`src/rtl/dvrt_pkg.sv`:
```
// Shared types and constants for the distance-vector route table.
// Used by dvrt_cell, dvrt_update and the top level; depends on nothing.
package dvrt_pkg;

    localparam int TABLE_ENTRIES = 64;
    localparam int IDX_W = $clog2(TABLE_ENTRIES);

    localparam logic [4:0] METRIC_INF = 5'd16;

    localparam logic [1:0] ACT_ADVERT = 2'd0;
    localparam logic [1:0] ACT_TICK   = 2'd1;
    localparam logic [1:0] ACT_SWEEP  = 2'd2;

    localparam logic [2:0] CODE_NONE    = 3'd0;
    localparam logic [2:0] CODE_INSTALL = 3'd1;
    localparam logic [2:0] CODE_REPLACE = 3'd2;
    localparam logic [2:0] CODE_INVAL   = 3'd3;
    localparam logic [2:0] CODE_IGNORED = 3'd4;
    localparam logic [2:0] CODE_FULL    = 3'd5;

    localparam logic [0:0] REG_INVALID_TIMEOUT = 1'd0;
    localparam logic [0:0] REG_FLUSH_TIMEOUT   = 1'd1;

    typedef struct packed {
        logic        valid;
        logic [31:0] prefix;
        logic [31:0] mask;
        logic [4:0]  metric;
        logic [31:0] neighbour;
        logic [31:0] stamp;
        logic        is_local;
    } entry_t;

    typedef struct packed {
        logic [1:0]         action;
        logic [31:0]        prefix;
        logic [31:0]        mask;
        logic [4:0]         metric;
        logic [31:0]        neighbour;
        logic [31:0]        stamp;
        logic               is_local;
        logic signed [32:0] exp_t;
        logic signed [32:0] gc_t;
    } req_t;

    // per-entry results of the update unit
    typedef struct packed {
        logic hit;
        logic free;
        logic deleted;
        logic invalidated;
    } upd_flags_t;

    // pass-two write control
    typedef struct packed {
        logic write_pass;
        logic sel;
        logic stamp_only;
    } wr_ctl_t;

endpackage

```
`src/rtl/dvrt_update.sv`:
```
// Per-entry update unit at the tail of the ring: match, age, sweep and write.
// Depends on dvrt_pkg.
module dvrt_update (
    input  dvrt_pkg::req_t     req,
    input  dvrt_pkg::wr_ctl_t  wr,
    input  dvrt_pkg::entry_t   ein,
    output dvrt_pkg::entry_t   eout,
    output dvrt_pkg::upd_flags_t flags
);

    logic signed [32:0] st;
    logic               pm_eq;

    assign st    = $signed({1'b0, ein.stamp});
    assign pm_eq = ein.valid && (ein.prefix == req.prefix) && (ein.mask == req.mask);

    always_comb
    begin
        eout  = ein;
        flags = '0;
        if (wr.write_pass)
        begin
            if (wr.sel)
            begin
                if (wr.stamp_only)
                begin
                    eout.stamp = req.stamp;
                end
                else
                begin
                    eout.valid     = 1'b1;
                    eout.prefix    = req.prefix;
                    eout.mask      = req.mask;
                    eout.metric    = req.metric;
                    eout.neighbour = req.neighbour;
                    eout.stamp     = req.stamp;
                    eout.is_local  = req.is_local;
                end
            end
        end
        else
        begin
            case (req.action)
                dvrt_pkg::ACT_ADVERT:
                begin
                    flags.free = !ein.valid;
                    if (req.metric == dvrt_pkg::METRIC_INF)
                    begin
                        flags.hit = pm_eq && (ein.neighbour == req.neighbour);
                    end
                    else
                    begin
                        flags.hit = pm_eq;
                    end
                end
                dvrt_pkg::ACT_TICK:
                begin
                    if (ein.valid)
                    begin
                        if ((st < req.exp_t) && (st > req.gc_t) &&
                            (ein.metric < dvrt_pkg::METRIC_INF) && !ein.is_local)
                        begin
                            eout.metric = dvrt_pkg::METRIC_INF;
                        end
                        else if ((st < req.gc_t) && (ein.metric >= dvrt_pkg::METRIC_INF))
                        begin
                            eout.valid    = 1'b0;
                            flags.deleted = 1'b1;
                        end
                    end
                end
                dvrt_pkg::ACT_SWEEP:
                begin
                    if (ein.valid && ein.is_local && (ein.stamp != req.stamp) &&
                        (ein.metric == 5'd0))
                    begin
                        eout.metric       = dvrt_pkg::METRIC_INF;
                        flags.invalidated = 1'b1;
                    end
                end
                default:
                begin
                    eout = ein;
                end
            endcase
        end
    end

endmodule

```
`config.mk`:
```
export PLATFORM = sky130hd
export DESIGN_NAME = dvrt_update
export DESIGN_NICKNAME = d
export VERILOG_FILES = /design/src/rtl/dvrt_pkg.sv /design/src/rtl/dvrt_update.sv
export SDC_FILE = /design/constraint.sdc
export NUM_CORES = 1
export LEC_CHECK = 0
export BUFFER_PORTS_ARGS = -buffer_cell sky130_fd_sc_hd__buf_2
export CAP_MARGIN = 20
export CELL_PAD_IN_SITES_DETAIL_PLACEMENT = 1
export CELL_PAD_IN_SITES_GLOBAL_PLACEMENT = 1
export CORE_AREA = 2 2 185 187
export DETAILED_ROUTE_END_ITERATION = 10
export DIE_AREA = 0 0 187 189
export GPL_ROUTABILITY_DRIVEN = 0
export GPL_TIMING_DRIVEN = 0
export PLACE_DENSITY_LB_ADDON = 0.05
export SLEW_MARGIN = 20
export SYNTH_ARGS = -nofsm -noshare
export SYNTH_HDL_FRONTEND = slang
export SYNTH_SLANG_ARGS = --single-unit
```
`constraint.sdc`:
```
create_clock -name vclk -period 2.3
set_input_delay 0.46 -clock vclk [all_inputs]
set_output_delay 0.46 -clock vclk [all_outputs]
set_load 0.01 [all_outputs]
```
==> flow_metrics.tcl <==
set metrics [dict create \
    port-buffer-count 479 \
    arrival_ps 2460 \
    syn_to_final_growth_pct 88.1 \
    slew-limit-headroom 0.639 \
    seq_area_um2 0 \
    drt_iter0_markers 166 \
    die_w_um 187 \
    rows 67 \
    cp_data_required_time_ps 1840 \
    critPathLaunchType "primary input" \
    cp-end-kind "primary output" \
    leakage_nw 4.82 \
    grt_max_degree 11 \
    crit_type "in2out" \
    timing.hold.ws_ps 1190 \
    outcome "finished with violations" \
    fin_crit_sh 1.27 \
    synth_area_mm2 0.00487 \
    antenna_left 0 \
    stdcell_area_mm2 0.00917 \
    yosysTopAreaCell "nand2_1" \
    layout_common_cells "buf_2 (432), nand2_1 (315), xor2_1 (63), xnor2_1 (56), inv_1 (47)" \
    drc 0 \
    setup_violations 8 \
    antenna_found_initial 10 \
    hpwlAfterDp_um 29800 \
    die_y_um 189 \
    synth_top_area_share 0.244 \
    nNetsFinal 1704 \
    grt_pass1_vias 7849 \
    grt_pass1_wl_um 48700 \
    track_usage 0.180 \
    fp.dieArea_mm2 0.0353 \
    ys_seq_area_frac 0 \
    vias 7275 \
    violations "setup timing" \
    pin_count 479 \
    min_path_type "in2out" \
    max_cap_viol_count 0 \
    seq_cell_count 0 \
    fmax_mhz 343 \
    dpl_cell_area_mm2 0.00812 \
    nFillCells 4239 \
    core_area_mm2 0.0333 \
    drive_above_1_share 0.508 \
    rsz0062_at_grt "yes" \
    layout.cells.most_common "buf_2" \
    period_needed_ps 2920 \
    cp_max_fo 4 \
    overflow 0 \
    slew_violations 0 \
    worst_pin_slew_ps 536 \
    fin_ws_ps -618 \
    initial_core_util 0.146 \
    powerDensity_mw_per_mm2 195 \
    clock_buffers 0 \
    synth.distinct_cells 41 \
    hold_viol_final 0 \
    setup_tns_ps -3940 \
    vias_per_cell 4.15 \
    hold_buffers 0 \
    ir_drop_mv 0.0735 \
    wl_per_cell_um 19.0 \
    yosys_warnings 0 \
    dr.pass1.iters 4 \
    yosys-top-cells-area "nand2_1 (24%), ha_1 (17%), xnor2_1 (11%), xor2_1 (11%), mux2_2 (7.4%)" \
    routed_wl_um 33400 \
    final_util 0.275 \
    total_power_mw 1.79 \
    syn_nets 1202 \
    syn_avg_cell_area_um2 6.12 \
    synth_cells 796 \
]
[logic make-up (layout without fill, tap and decap cells)]
group	after synthesis	after routing	synth area share
other	0	10	0
adder cells (fa/ha/maj)	66	66	0.169
XOR/XNOR	128	128	0.230
multiplexers	33	33	0.0760
AND/OR/NAND/NOR	414	414	0.369
AO/OA/AOI/OAI	61	61	0.0811
buffers and inverters	94	594	0.0744
[per-layer routing]
metal / up-vias / track usage / part of all wire
li1: 3659 / - / -
met1: 3368 / 0.214 / 0.41
met2: 234 / 0.348 / 0.53
met3: 10 / 0.0289 / 0.053
met4: 4 / 0.0168 / 0.0067
met5: - / 0 / 0.00063
[cell usage after synthesis (all sizes together), types with 4 or more instances]
cell and number:
nand2 317, inv 69, ha 66, xnor2 64, xor2 64, nand4 33, mux2 32, a21oi 28
nor4 27, clkbuf 14, buf 11, nand3 11, o21ai 9, nor2 7, nor3 5, o211ai 5
a21o 4
[metrics by stage]
stage / setup slack, ps / instances
after floorplan: -139 / 796
after global placement: -867 / 1723
after detailed placement: -864 / 1723
after CTS: -628 / 1735
after global routing: -753 / 1749
final: -618 / 1754
[where the power goes]
group           total (mW)  internal [mW]  switching (mW)
registers                0              0               0
clock network  0.000000582    0.000000582               0
logic                 1.79          0.857           0.933
[critical path, stage by stage]
cell and delay, ps:
buf_4 150, ha_4 290, nand4b_4 130, nor4_4 350, buf_4 180, o21a_1 150, o211ai_2 140, buf_4 160
o211ai_1 140, and3_1 180, buf_6 120
[final timing paths]
path	startpoint	to	slack, ps	cells after the start
max	ein[32]	eout[69]	-620	11
min	req[66]	eout[0]	1190	4
[repair_timing]
item                       4_1_cts  5_1_grt
resized for setup              130       72
setup buffers                   12        9
pin swaps                       37       34
setup endpoints to repair      136       81
[cell type report]
cell class                      count  area [um^2]  area share
Timing Repair Buffer              500         2840       0.310
Inverter                           69          277      0.0302
Tap cell                          448          561      0.0611
Multi-Input combinational cell    702         5280       0.576
Antenna cell                       10         25.0     0.00273
Buffer                             25          184      0.0201
Note: power is estimated with default switching activity, not from simulation.
